## config.mk

```make
export PLATFORM = sky130hd
export DESIGN_NAME = integer_field_formatter
export DESIGN_NICKNAME = d
export VERILOG_FILES = /design/src/rtl/ifmt_pkg.sv /design/src/rtl/ifmt_front.sv /design/src/rtl/ifmt_fifo.sv /design/src/rtl/ifmt_back.sv /design/src/rtl/integer_field_formatter.sv
export VERILOG_INCLUDE_DIRS = /design/src /design/src/rtl
export SDC_FILE = /design/constraint.sdc
export NUM_CORES = 1
export LEC_CHECK = 0
export BUFFER_PORTS_ARGS = -buffer_cell sky130_fd_sc_hd__buf_2
export CORE_MARGIN = 2
export CORE_UTILIZATION = 42
export CTS_CLUSTER_SIZE = 12
export DETAILED_ROUTE_END_ITERATION = 10
export GPL_ROUTABILITY_DRIVEN = 0
export RECOVER_POWER = 100
export SETUP_SLACK_MARGIN = 0.15
export SLEW_MARGIN = 5
export SYNTH_ARGS = -nofsm -noshare
export SYNTH_HDL_FRONTEND = slang
export SYNTH_HIERARCHICAL = 1
export SYNTH_SLANG_ARGS = --single-unit
```

## constraint.sdc

```tcl
create_clock -name clk -period 24.1 [get_ports clk]
set_input_delay 3.615 -clock clk [delete_from_list [all_inputs] [get_ports clk]]
set_output_delay 3.615 -clock clk [all_outputs]
set_load 0.01 [all_outputs]
```

## src/rtl/assert_macros.svh

```systemverilog
// ----------------------------------------------------------------------------
// assert_macros
// Shared assertion macros for the formatter RTL.
// ----------------------------------------------------------------------------
`ifndef ASSERT_MACROS_SVH
`define ASSERT_MACROS_SVH

// Same-cycle implication, disabled during reset
`define ASSERT_IMPL(lbl, clk, rst, ante, cons) \
  lbl: assert property (@(posedge clk) disable iff (rst) (ante) |-> (cons)) \
    else $error("implication check failed");

// Next-cycle implication, disabled during reset
`define ASSERT_NEXT(lbl, clk, rst, ante, cons) \
  lbl: assert property (@(posedge clk) disable iff (rst) (ante) |=> (cons)) \
    else $error("next-cycle check failed");

`endif

```

## src/rtl/ifmt_pkg.sv

```systemverilog
// ----------------------------------------------------------------------------
// ifmt_pkg
// Shared types and constants for the integer field formatter.
// ----------------------------------------------------------------------------
package ifmt_pkg;

  localparam int FIELD_MAX_DEF = 40;
  localparam int QUEUE_DEPTH   = 2;
  localparam int NDIG          = 22;   // enough for 64-bit octal
  localparam int CW            = 6;    // width / precision counts
  localparam int LW            = 7;    // lengths and positions

  // conversion kinds
  localparam logic [2:0] FUNC_SDEC = 3'd0;
  localparam logic [2:0] FUNC_OCT  = 3'd2;
  localparam logic [2:0] FUNC_HEXL = 3'd3;
  localparam logic [2:0] FUNC_HEXU = 3'd4;

  // length modifiers
  localparam logic [1:0] LEN_NONE = 2'd0;
  localparam logic [1:0] LEN_H    = 2'd1;

  // flag bit positions
  localparam int FLB_MINUS = 0;
  localparam int FLB_PLUS  = 1;
  localparam int FLB_SPACE = 2;
  localparam int FLB_SHARP = 3;
  localparam int FLB_ZERO  = 4;

  // characters
  localparam logic [7:0] CH_SPACE = 8'd32;
  localparam logic [7:0] CH_PLUS  = 8'd43;
  localparam logic [7:0] CH_MINUS = 8'd45;
  localparam logic [7:0] CH_ZERO  = 8'd48;
  localparam logic [7:0] CH_X_LO  = 8'd120;
  localparam logic [7:0] CH_X_UP  = 8'd88;
  localparam logic [7:0] OFS_UP   = 8'd55;
  localparam logic [7:0] OFS_LO   = 8'd87;

  typedef enum logic [1:0] {RAD_DEC, RAD_OCT, RAD_HEX} radix_t;

  // classified item handed from front to back
  typedef struct packed {
    logic [63:0]   mag;
    logic          mag_nz;
    radix_t        radix;
    logic          upper;
    logic [1:0]    npre;
    logic [7:0]    pre0;
    logic [7:0]    pre1;
    logic          oct_sharp;
    logic          minus;
    logic          zfill;
    logic          prec_given;
    logic [CW-1:0] prec;
    logic [CW-1:0] width;
  } desc_t;

  function automatic logic [7:0] digit_char(input logic [3:0] d, input logic upper);
    logic [7:0] dz;
    dz = {4'd0, d};
    if (d > 4'd9) return upper ? OFS_UP + dz : OFS_LO + dz;
    return CH_ZERO + dz;
  endfunction

endpackage

```

## src/rtl/ifmt_front.sv

```systemverilog
// ----------------------------------------------------------------------------
// ifmt_front
// Accepts items, truncates the value, takes the magnitude and works out
// sign/prefix, fill mode and saturated width and precision.
// ----------------------------------------------------------------------------
module ifmt_front #(
  parameter int FIELD_MAX = ifmt_pkg::FIELD_MAX_DEF
) (
  input  logic                push,
  output logic                full,
  input  logic [2:0]          func,
  input  logic [63:0]         value,
  input  logic [1:0]          length_mod,
  input  logic [4:0]          flag_bits,
  input  logic [5:0]          field_width,
  input  logic signed [6:0]   digit_precision,
  input  logic                q_full,
  output logic                q_wr,
  output ifmt_pkg::desc_t     q_data
);
  import ifmt_pkg::*;

  logic        is_signed;
  logic [63:0] v;
  logic        neg;
  logic        prec_given;
  logic [5:0]  praw;

  assign full = q_full;
  assign q_wr = push && !q_full;
  assign is_signed = (func == FUNC_SDEC);
  assign prec_given = !digit_precision[6];
  assign praw = digit_precision[5:0];

  // length truncation and sign extension
  always_comb begin
    case (length_mod)
      LEN_H:    v = {{48{is_signed & value[15]}}, value[15:0]};
      LEN_NONE: v = {{32{is_signed & value[31]}}, value[31:0]};
      default:  v = value;
    endcase
  end

  assign neg = is_signed && v[63];

  // classification
  always_comb begin
    q_data = '0;
    q_data.mag = neg ? (~v + 64'd1) : v;
    q_data.mag_nz = (v != 64'd0);
    q_data.upper = (func == FUNC_HEXU);
    case (func)
      FUNC_OCT:  q_data.radix = RAD_OCT;
      FUNC_HEXL: q_data.radix = RAD_HEX;
      FUNC_HEXU: q_data.radix = RAD_HEX;
      default:   q_data.radix = RAD_DEC;
    endcase
    if (is_signed) begin
      if (neg) begin
        q_data.npre = 2'd1;
        q_data.pre0 = CH_MINUS;
      end else if (flag_bits[FLB_PLUS]) begin
        q_data.npre = 2'd1;
        q_data.pre0 = CH_PLUS;
      end else if (flag_bits[FLB_SPACE]) begin
        q_data.npre = 2'd1;
        q_data.pre0 = CH_SPACE;
      end
    end else if (flag_bits[FLB_SHARP]) begin
      if (q_data.radix == RAD_HEX) begin
        q_data.npre = 2'd2;
        q_data.pre0 = CH_ZERO;
        q_data.pre1 = q_data.upper ? CH_X_UP : CH_X_LO;
      end else if (q_data.radix == RAD_OCT) begin
        q_data.oct_sharp = 1'b1;
      end
    end
    q_data.minus = flag_bits[FLB_MINUS];
    q_data.prec_given = prec_given;
    q_data.zfill = flag_bits[FLB_ZERO] && !flag_bits[FLB_MINUS] && !prec_given;
    q_data.prec = !prec_given ? '0 :
                  (praw > CW'(FIELD_MAX)) ? CW'(FIELD_MAX) : praw;
    q_data.width = (field_width > CW'(FIELD_MAX)) ? CW'(FIELD_MAX) : field_width;
  end

endmodule

```

## src/rtl/ifmt_fifo.sv

```systemverilog
// ----------------------------------------------------------------------------
// ifmt_fifo
// Short register queue between the classifier and the character engine.
// ----------------------------------------------------------------------------
module ifmt_fifo #(
  parameter int DEPTH = ifmt_pkg::QUEUE_DEPTH
) (
  input  logic            clk,
  input  logic            rst,
  input  logic            wr,
  input  ifmt_pkg::desc_t wdata,
  output logic            full,
  input  logic            rd,
  output ifmt_pkg::desc_t rdata,
  output logic            empty
);
  import ifmt_pkg::*;
  `include "assert_macros.svh"

  localparam int AW = (DEPTH > 1) ? $clog2(DEPTH) : 1;
  localparam int NW = $clog2(DEPTH + 1);

  desc_t          mem [DEPTH];
  logic [AW-1:0]  wptr, rptr;
  logic [NW-1:0]  cnt;
  logic           wr_en, rd_en;

  assign full  = (cnt == NW'(DEPTH));
  assign empty = (cnt == '0);
  assign wr_en = wr && !full;
  assign rd_en = rd && !empty;
  assign rdata = mem[rptr];

  // storage
  always_ff @(posedge clk) begin
    if (wr_en) mem[wptr] <= wdata;
  end

  // pointers and fill count
  always_ff @(posedge clk) begin
    if (rst) begin
      wptr <= '0;
      rptr <= '0;
      cnt  <= '0;
    end else begin
      if (wr_en) wptr <= (wptr == AW'(DEPTH - 1)) ? '0 : wptr + AW'(1);
      if (rd_en) rptr <= (rptr == AW'(DEPTH - 1)) ? '0 : rptr + AW'(1);
      if (wr_en && !rd_en) cnt <= cnt + NW'(1);
      else if (rd_en && !wr_en) cnt <= cnt - NW'(1);
    end
  end

  `ASSERT_IMPL(a_cnt_bound, clk, rst, 1'b1, cnt <= NW'(DEPTH))
  `ASSERT_NEXT(a_cnt_up, clk, rst, wr_en && !rd_en, cnt == $past(cnt) + NW'(1))

endmodule

```

## src/rtl/ifmt_back.sv

```systemverilog
// ----------------------------------------------------------------------------
// ifmt_back
// Character engine: digit conversion (4-bit-per-cycle double dabble for
// decimal), sizing, then one char per cycle while the output register is free.
// ----------------------------------------------------------------------------
module ifmt_back (
  input  logic            clk,
  input  logic            rst,
  input  logic            q_empty,
  input  ifmt_pkg::desc_t q_data,
  output logic            q_rd,
  output logic [7:0]      out_char,
  output logic            last_char,
  output logic            empty,
  input  logic            pop
);
  import ifmt_pkg::*;
  `include "assert_macros.svh"

  typedef enum logic [2:0] {
    ST_IDLE, ST_CONV, ST_COUNT, ST_ZERO, ST_BODY, ST_FILL, ST_BOUND, ST_EMIT
  } state_t;

  state_t              state;
  desc_t               cur;
  logic [NDIG-1:0][3:0] dig;
  logic [NDIG-1:0][3:0] dig_next;
  logic [63:0]         bin;
  logic [63:0]         bin_next;
  logic [3:0]          step;
  logic [4:0]          nd;
  logic [4:0]          nd_next;
  logic [LW-1:0]       zeros, body, pad;
  logic [LW-1:0]       b1, b2, b3, b4, total, pos;
  logic [LW-1:0]       zeros_next, body_fill;
  logic                ovalid;
  logic                fire, is_last;
  logic [7:0]          char_now;
  logic [LW-1:0]       didx;
  logic [NDIG-1:0][3:0] dig_load;

  assign q_rd     = (state == ST_IDLE) && !q_empty;
  assign empty    = !ovalid;
  assign fire     = (state == ST_EMIT) && (!ovalid || pop);
  assign is_last  = (pos == total - LW'(1));

  // direct digit split for octal and hex
  always_comb begin
    dig_load = '0;
    for (int i = 0; i < NDIG; i++) begin
      if (q_data.radix == RAD_HEX) begin
        if (i < 16) dig_load[i] = q_data.mag[4*i +: 4];
      end else begin
        if (i < 21) dig_load[i] = {1'b0, q_data.mag[3*i +: 3]};
        else        dig_load[i] = {3'b000, q_data.mag[63]};
      end
    end
  end

  // four double-dabble steps per cycle
  always_comb begin
    dig_next = dig;
    bin_next = bin;
    for (int k = 0; k < 4; k++) begin
      for (int i = 0; i < NDIG; i++) begin
        if (dig_next[i] >= 4'd5) dig_next[i] = dig_next[i] + 4'd3;
      end
      {dig_next, bin_next} = {dig_next, bin_next} << 1;
    end
  end

  // significant digit count
  always_comb begin
    nd_next = '0;
    for (int i = 0; i < NDIG; i++) begin
      if (dig[i] != 4'd0) nd_next = 5'(i + 1);
    end
    if (nd_next == '0 && !(cur.prec_given && cur.prec == '0)) nd_next = 5'd1;
  end

  // precision zeros and the octal alternate-form zero
  always_comb begin
    zeros_next = '0;
    if (cur.prec_given && LW'(cur.prec) > LW'(nd)) zeros_next = LW'(cur.prec) - LW'(nd);
    if (cur.oct_sharp && zeros_next == '0 && (cur.mag_nz || nd == '0))
      zeros_next = LW'(1);
  end

  assign body_fill = (cur.zfill && LW'(cur.width) > body) ? LW'(cur.width) : body;

  // character for the current position
  assign didx = b4 - LW'(1) - pos;
  always_comb begin
    if (pos < b1)      char_now = CH_SPACE;
    else if (pos < b2) char_now = (pos == b1) ? cur.pre0 : cur.pre1;
    else if (pos < b3) char_now = CH_ZERO;
    else if (pos < b4) char_now = digit_char(dig[didx[4:0]], cur.upper);
    else               char_now = CH_SPACE;
  end

  // sequencer and output register
  always_ff @(posedge clk) begin
    if (rst) begin
      state     <= ST_IDLE;
      ovalid    <= 1'b0;
      out_char  <= '0;
      last_char <= 1'b0;
      step      <= '0;
      pos       <= '0;
    end else begin
      if (pop && ovalid && !fire) ovalid <= 1'b0;
      case (state)
        ST_IDLE: begin
          if (!q_empty) begin
            cur  <= q_data;
            step <= '0;
            if (q_data.radix == RAD_DEC) begin
              dig   <= '0;
              bin   <= q_data.mag;
              state <= ST_CONV;
            end else begin
              dig   <= dig_load;
              state <= ST_COUNT;
            end
          end
        end
        ST_CONV: begin
          dig  <= dig_next;
          bin  <= bin_next;
          step <= step + 4'd1;
          if (step == 4'd15) state <= ST_COUNT;
        end
        ST_COUNT: begin
          nd    <= nd_next;
          state <= ST_ZERO;
        end
        ST_ZERO: begin
          zeros <= zeros_next;
          body  <= LW'(cur.npre) + zeros_next + LW'(nd);
          state <= ST_BODY;
        end
        ST_BODY: begin
          zeros <= zeros + (body_fill - body);
          body  <= body_fill;
          state <= ST_FILL;
        end
        ST_FILL: begin
          pad   <= (LW'(cur.width) > body) ? LW'(cur.width) - body : '0;
          state <= ST_BOUND;
        end
        ST_BOUND: begin
          b1    <= cur.minus ? '0 : pad;
          b2    <= (cur.minus ? '0 : pad) + LW'(cur.npre);
          b3    <= (cur.minus ? '0 : pad) + LW'(cur.npre) + zeros;
          b4    <= (cur.minus ? '0 : pad) + body;
          total <= pad + body;
          pos   <= '0;
          state <= ((pad + body) == '0) ? ST_IDLE : ST_EMIT;
        end
        ST_EMIT: begin
          if (fire) begin
            out_char  <= char_now;
            last_char <= is_last;
            ovalid    <= 1'b1;
            pos       <= pos + LW'(1);
            if (is_last) state <= ST_IDLE;
          end
        end
        default: state <= ST_IDLE;
      endcase
    end
  end

  `ASSERT_IMPL(a_pos_range, clk, rst, state == ST_EMIT, pos < total)
  `ASSERT_NEXT(a_last_idle, clk, rst, fire && is_last, state == ST_IDLE && last_char)

endmodule

```

## src/rtl/integer_field_formatter.sv

```systemverilog
// Octal/hex items pass through five sizing steps (count, zero, body, fill, bound)
// before the first character; decimal items first go through a 4-bit double dabble.
// One character per cycle while emitting, as long as the output register is empty or
// popped; the character engine takes its next item only after an item's last char.
// A two-entry queue lets the next item be accepted while one is emitted.
// Synchronous active-high reset empties the queue and the output register.
// ----------------------------------------------------------------------------
// integer_field_formatter
// printf-style integer conversion, one ASCII character per output word.
// ----------------------------------------------------------------------------
module integer_field_formatter #(
  parameter int FIELD_MAX   = ifmt_pkg::FIELD_MAX_DEF,
  parameter int QUEUE_DEPTH = ifmt_pkg::QUEUE_DEPTH
) (
  input  logic              clk,
  input  logic              rst,
  input  logic              push,
  output logic              full,
  input  logic [2:0]        func,
  input  logic [63:0]       value,
  input  logic [1:0]        length_mod,
  input  logic [4:0]        flag_bits,
  input  logic [5:0]        field_width,
  input  logic signed [6:0] digit_precision,
  output logic              empty,
  input  logic              pop,
  output logic [7:0]        out_char,
  output logic              last_char
);
  import ifmt_pkg::*;

  desc_t wdata, rdata;
  logic  q_wr, q_full, q_rd, q_empty;

  ifmt_front #(.FIELD_MAX(FIELD_MAX)) u_front (
    .push(push), .full(full), .func(func), .value(value),
    .length_mod(length_mod), .flag_bits(flag_bits),
    .field_width(field_width), .digit_precision(digit_precision),
    .q_full(q_full), .q_wr(q_wr), .q_data(wdata)
  );

  ifmt_fifo #(.DEPTH(QUEUE_DEPTH)) u_fifo (
    .clk(clk), .rst(rst), .wr(q_wr), .wdata(wdata), .full(q_full),
    .rd(q_rd), .rdata(rdata), .empty(q_empty)
  );

  ifmt_back u_back (
    .clk(clk), .rst(rst), .q_empty(q_empty), .q_data(rdata), .q_rd(q_rd),
    .out_char(out_char), .last_char(last_char), .empty(empty), .pop(pop)
  );

endmodule
```

==> impl_metrics.env, run 1 <==
export IMPL_hpwl_mm=65.9
export IMPL_post_place_ws_ns=17.52
export IMPL_syn_to_final_growth_pct=8.20
export IMPL_start_util_pct=42.4
export IMPL_r2r_slack_ns=16.06
export IMPL_post_cts_buffers=0
export IMPL_root_buffer="clkbuf_16"
export IMPL_timing_final_hold_violations=0
export IMPL_clock_skew_ns=0.0129
export IMPL_cts_tree="yes"
export IMPL_setup_ws_ns=15.08
export IMPL_antenna_found_initial=5
export IMPL_slew_headroom_pct=-180
export IMPL_fmax_ghz=0.111
export IMPL_synth_top_family_by_area="compound AO/OA/AOI/OAI gates"
export IMPL_drive_gt1_share_pct=9.88
export IMPL_firstDrtPassIters=5
export IMPL_rsz0062_at_grt="false"
export IMPL_drt_iter0_markers=2021
export IMPL_cts_hold_buf=0
export IMPL_final_area_um2=38400
export IMPL_postPlaceCellArea_um2=36900
export IMPL_yosys_area_top_type="edfxtp_1"
export IMPL_fin_setup_tns_ns=0
export IMPL_async_flop_share_pct=0
export IMPL_arrival_ns=9.14
export IMPL_synth_xor_area_share_pct=4.31
export IMPL_final_max_slew_viol_count=810
export IMPL_start_kind="input pin"
export IMPL_crit_start="rst"
export IMPL_clkLatencyLatePin_ns=0.61
export IMPL_violations="max-capacitance violations, max-slew violations"
export IMPL_nNetsFinal=3960
export IMPL_synthSimpleGateAreaFrac_pct=15.0
export IMPL_synth_top_area_share_pct=38.3
export IMPL_synthCells=3569
export IMPL_ys_warn_count=6
export IMPL_core_area_um2=83700
export IMPL_crit_required_ns=24.22
export IMPL_die_h_um=295
export IMPL_setup_violations_final=0
export IMPL_synth_area_um2=35500
export IMPL_worstMarginPinSlew_ns=4.20
export IMPL_synthAdderAreaFrac_pct=10.0
export IMPL_critPathMaxFanout=64
export IMPL_synth_flop_cell="edfxtp_1"
export IMPL_synth_compound_area_share_pct=15.3
export IMPL_ys_seq_area_share_pct=40.0
export IMPL_status="finished with violations"
export IMPL_routed_via_density=5.53
export IMPL_avgSynthCellArea_um2=9.94
export IMPL_grt_pass1_vias=24700
export IMPL_cp_endpoint="u_back/dig[19]"
export IMPL_yosysMostFrequentCell="edfxtp_1"
export IMPL_ys_top_cells_by_count="edfxtp_1 (453), nand2_1 (372), inv_1 (312)"
export IMPL_max_cap_violations=16
export IMPL_cts_resized=0
export IMPL_hold_path_class="flop to flop"
export IMPL_ys_seq_elements=482
export IMPL_ff2ff_path_depth=6
export IMPL_multi_input_area_um2=19300
export IMPL_cts_sinks=482
export IMPL_dieArea_um2=86800
export IMPL_cp_end_kind="flop"
export IMPL_grt_usage_pct=20.4
export IMPL_reg2reg_to="u_back/bin[14]"
export IMPL_antenna_left=0
export IMPL_hold_slack_ns=0.488
export IMPL_clockBufferDepth=3
export IMPL_crit_type="input pin to flop"
export IMPL_synth_cell_types=115
export IMPL_num_vias=26400
export IMPL_fin_crit_sh_pct=37.4
export IMPL_fin_crit_ns=9.02
export IMPL_globalRouteOverflowTotal=0
export IMPL_drt_wl_total_mm=89.4
export IMPL_synthMuxAreaShare_pct=9.70
export IMPL_clk_pin_slew_ns=0.06
export IMPL_htree_num_levels=2
export IMPL_drc=0
export IMPL_routedWlPerCell_um=18.8
export IMPL_regArea_um2=14200
export IMPL_grt_max_degree=101
export IMPL_pin_count=102
export IMPL_die_w_um=295
export IMPL_portBuffers=101
export IMPL_synth_edf_count=453
export IMPL_grt_pass1_wl_mm=140
export IMPL_synth_area_leaders="edfxtp_1 (38%), ha_1 (9.1%), mux2_2 (4.0%)"
export IMPL_numCtsBuffers=52
export IMPL_row_count=106
export IMPL_nFillCells=7863
through the flow:
step | std cells | util [%]
floorplan | 3574 | -
global placement | 4674 | 44.0
detailed placement | 4674 | 44.0
CTS | 4766 | 46.0
global route | 4766 | 45.9
finish | 4767 | 45.9
state kept, by name, summed over array words and instances (netlist names), 7 cells and up, named ones only:
name,count
u_back/bin,64
u_back/out_char,8
u_back/b4,7
u_back/total,7
u_back/body,7
u_back/cur,36
u_back/b3,7
u_back/b2,7
u_back/dig,88
u_back/pos,7
u_back/zeros,7
u_back/pad,7
u_fifo/mem,204
u_back/b1,7
layout make-up:
cell class / instances / area share (%)
Clock buffer: 75 / 3.74
Clock inverter: 17 / 0.593
Timing Repair Buffer: 126 / 1.62
Tap cell: 1134 / 3.70
Sequential cell: 482 / 36.9
Multi-Input combinational cell: 2615 / 50.3
Antenna cell: 1 / 0.00652
Inverter: 317 / 3.10
worst max-delay path, stage by stage:
cell	delay [ns]
buf_2	0.09
clkbuf_1	0.62
nor2_1	1.99
clkbuf_1	2.75
layer usage:
metal,up-vias,part of all wire (%),track usage (%)
met3,122,5.3,2.07
met2,724,44,31.7
met5,-,0.016,0
met4,2,1.9,4.59
li1,12900,-,-
met1,12600,49,30.5
cells in the final DEF, fill, tap and decap left out, types with 56 or more instances in the layout:
cell type / count
o21ai_0: 158
inv_1: 311
nand2_1: 371
a221oi_1: 56
xor2_1: 56
nor2b_1: 74
edfxtp_1: 453
mux2_2: 61
buf_2: 85
xnor2_1: 113
nor2_1: 257
mux2_1: 76
ha_1: 259
mux2i_1: 117
a21oi_1: 182
kinds of logic (layout without fill, tap and decap cells):
logic type	count (synthesis)	in the layout
simple gates	1081	1081
compound gates	790	790
flops	482	482
buf+inv	477	535
mux	291	291
fa+ha+maj	275	275
xor+xnor	172	172
other cells	1	7
worst min path at each step:
stage,start,end,cells past startpoint
finish,u_back/step[3],u_back/step[3],1
global route,u_fifo/wptr,u_fifo/wptr,2
CTS,u_back/step[3],u_back/step[3],1
detailed placement,u_back/step[3],u_back/step[3],1
global placement,u_back/step[3],u_back/step[3],1
floorplan,u_back/step[3],u_back/step[3],1
Power of run 1 is not shown: default switching activity piles up to over one toggle a cycle in this logic, so the estimate is an artifact.
==> inputs of run 2 (changes only) <==
clock period = 7.6 ns   (was 24.1 ns; I/O delays follow)
==> run 2 against run 1 <==
Effect of this change:
- the run still ends with max-capacitance violations, max-slew violations left
- first-iteration DRC count fell by 2.4%
- count of clock-buffer cells in the layout fell by 2
- register-to-register slack got worse by 15 ns
- routed wire length fell by 2.1%
- non-clock buffer count fell by 2
- global-route usage fell by 0.37 points
- critical path depth did not move
- clock skew rose by 0.0050 ns
- design area rose by 0.14%
- sequential cell count did not move
- final cell count barely moved
- critical endpoint is now u_back/dig[53]
==> impl_metrics.env, run 2 (synthesis results as in run 1) <==
export IMPL_status="finished with violations"
export IMPL_violations="max-capacitance violations, max-slew violations"
export IMPL_rsz0062_at_grt="false"
export IMPL_grt_pass1_wl_mm=138
export IMPL_start_util_pct=42.4
export IMPL_numCtsBuffers=53
export IMPL_clockBufferDepth=3
export IMPL_cts_sinks=482
export IMPL_grtUsageMet3_pct=1.87
export IMPL_antenna_left=0
export IMPL_timing_final_hold_violations=0
export IMPL_fin_crit_ns=6.10
export IMPL_top_usage_layer="met2"
export IMPL_min_to="u_fifo/wptr"
export IMPL_clkLatencyLatePin_ns=0.61
export IMPL_post_cts_buffers=0
export IMPL_clock_skew_ns=0.0179
export IMPL_cp_end_kind="flop"
export IMPL_die_w_um=295
export IMPL_final_util_pct=45.9
export IMPL_cpMaxStageDelayCell="clkbuf_1"
export IMPL_min_delay_start="u_fifo/wptr"
export IMPL_grt_pass1_vias=24500
export IMPL_cts_tree="yes"
export IMPL_worst_path_buf_inv=1
export IMPL_pin_count=102
export IMPL_largest_registers="u_fifo/mem: 204 flops, u_back/dig: 88 flops, u_back/bin: 64 flops"
export IMPL_drt_iter0_markers=1972
export IMPL_globalRouteOverflowTotal=0
export IMPL_crit_type="flop to flop"
export IMPL_crit_required_ns=7.81
export IMPL_firstDrtPassIters=5
export IMPL_cts_resized=0
export IMPL_routed_via_density=5.47
export IMPL_htree_num_levels=2
export IMPL_worstMarginPinSlew_ns=4.00
export IMPL_grt_max_degree=103
export IMPL_whs_path_depth=2
export IMPL_reg2reg_to="u_back/dig[53]"
export IMPL_fmax_ghz=0.164
export IMPL_hold_path_class="flop to flop"
export IMPL_dieArea_um2=86800
export IMPL_largest_reg_flops=204
export IMPL_ff2ff_path_depth=4
export IMPL_syn_to_final_growth_pct=8.35
export IMPL_grt_usage_pct=20.0
export IMPL_core_area_um2=83700
export IMPL_antenna_found_initial=2
export IMPL_drc=0
export IMPL_cts_hold_buf=0
export IMPL_mostFrequentLayoutCell="edfxtp_1"
export IMPL_slew_headroom_pct=-167
export IMPL_critPathMaxFanout=53
export IMPL_cp_top_family="buffers and inverters"
export IMPL_r2r_slack_ns=1.50
export IMPL_gr_usage_met2_pct=31.2
export IMPL_n_antenna_cell=0
export IMPL_top_register="u_fifo/mem"
export IMPL_max_cap_violations=12
export IMPL_routedWlPerCell_um=18.4
export IMPL_drt_wl_total_mm=87.5
export IMPL_fin_crit_sh_pct=80.3
export IMPL_nNetsFinal=3959
export IMPL_portBuffers=101
export IMPL_drive_gt1_share_pct=10.3
export IMPL_crit_chain="clkbuf_1 -> mux2_1 -> a221oi_1 -> a21oi_1"
export IMPL_row_count=106
export IMPL_final_cell_mix="edfxtp_1 (453), nand2_1 (371), inv_1 (311)"
export IMPL_clk_pin_slew_ns=0.06
export IMPL_cp_slowest_stage_delay_ns=2.34
export IMPL_final_max_slew_viol_count=580
export IMPL_setup_violations_final=0
export IMPL_die_h_um=295
export IMPL_arrival_ns=6.32
export IMPL_start_kind="flop"
export IMPL_grt_util_met1_pct=30.2
export IMPL_fin_setup_tns_ns=0
export IMPL_hpwl_mm=65.0
export IMPL_num_vias=26100
export IMPL_root_buffer="clkbuf_16"
## run 2: cell count changes in the layout (fill, tap and decap cells not counted), moves of 2 or more
cell / change
mux2_2: +8
clkbuf_2: +3
clkbuf_1: -5
clkinv_4: +3
o21ai_0: +6
a21boi_0: +2
mux2_1: -8
buf_2: -2
o21ai_1: -6
clkinv_2: +3
clkbuf_8: -2
a21boi_1: -2
## run 2: per-layer routing
| metal | vias up | wire, µm |
|---|---|---|
| met1 | 12500 | 43100 |
| met3 | 87 | 4260 |
| met2 | 609 | 38800 |
| li1 | 12900 | - |
| met4 | 0 | 1440 |
| met5 | - | 0 |
## run 2: worst max path at each step
stage                  start  slack [ns]        endpoint  cells past startpoint
6_report                flop        1.50  u_back/dig[53]                      4
5_1_grt                 flop        1.11  u_back/dig[53]                      4
4_1_cts        u_back/dig[0]        2.63   u_back/dig[1]                     21
3_5_place_dp   u_back/dig[0]        2.64   u_back/dig[1]                     21
3_3_place_gp   u_back/dig[0]        2.74   u_back/dig[1]                     21
2_1_floorplan            rst        1.83   u_back/dig[0]                      3
## run 2: through the flow
stage	setup WS [ns]	hold slack [ns]	cells	instance area [µm²]
2_1_floorplan	1.83	0.437	3574	35500
6_report	1.50	0.494	4769	38400
5_1_grt	1.11	0.519	4769	38400
3_5_place_dp	2.64	0.488	4672	36900
3_3_place_gp	2.74	0.467	4672	36900
4_1_cts	2.63	0.500	4769	38600
## run 2: layout make-up
cell class                 instances  area (µm²)
inverter                         317        1190
tap                             1134        1420
clock buffer                      73        1430
timing repair buffer             124         618
clock inverter                    24         303
sequential                       482       14200
fill                            7961       45200
multi-input combinational       2615       19300
## run 2: worst min-delay path, stage by stage (launching register included)
cell and delay, ns:
dfxtp_1 0.31, o21ai_0 0.07, a21oi_1 0.07
Power of run 2 is left out for the same reason.
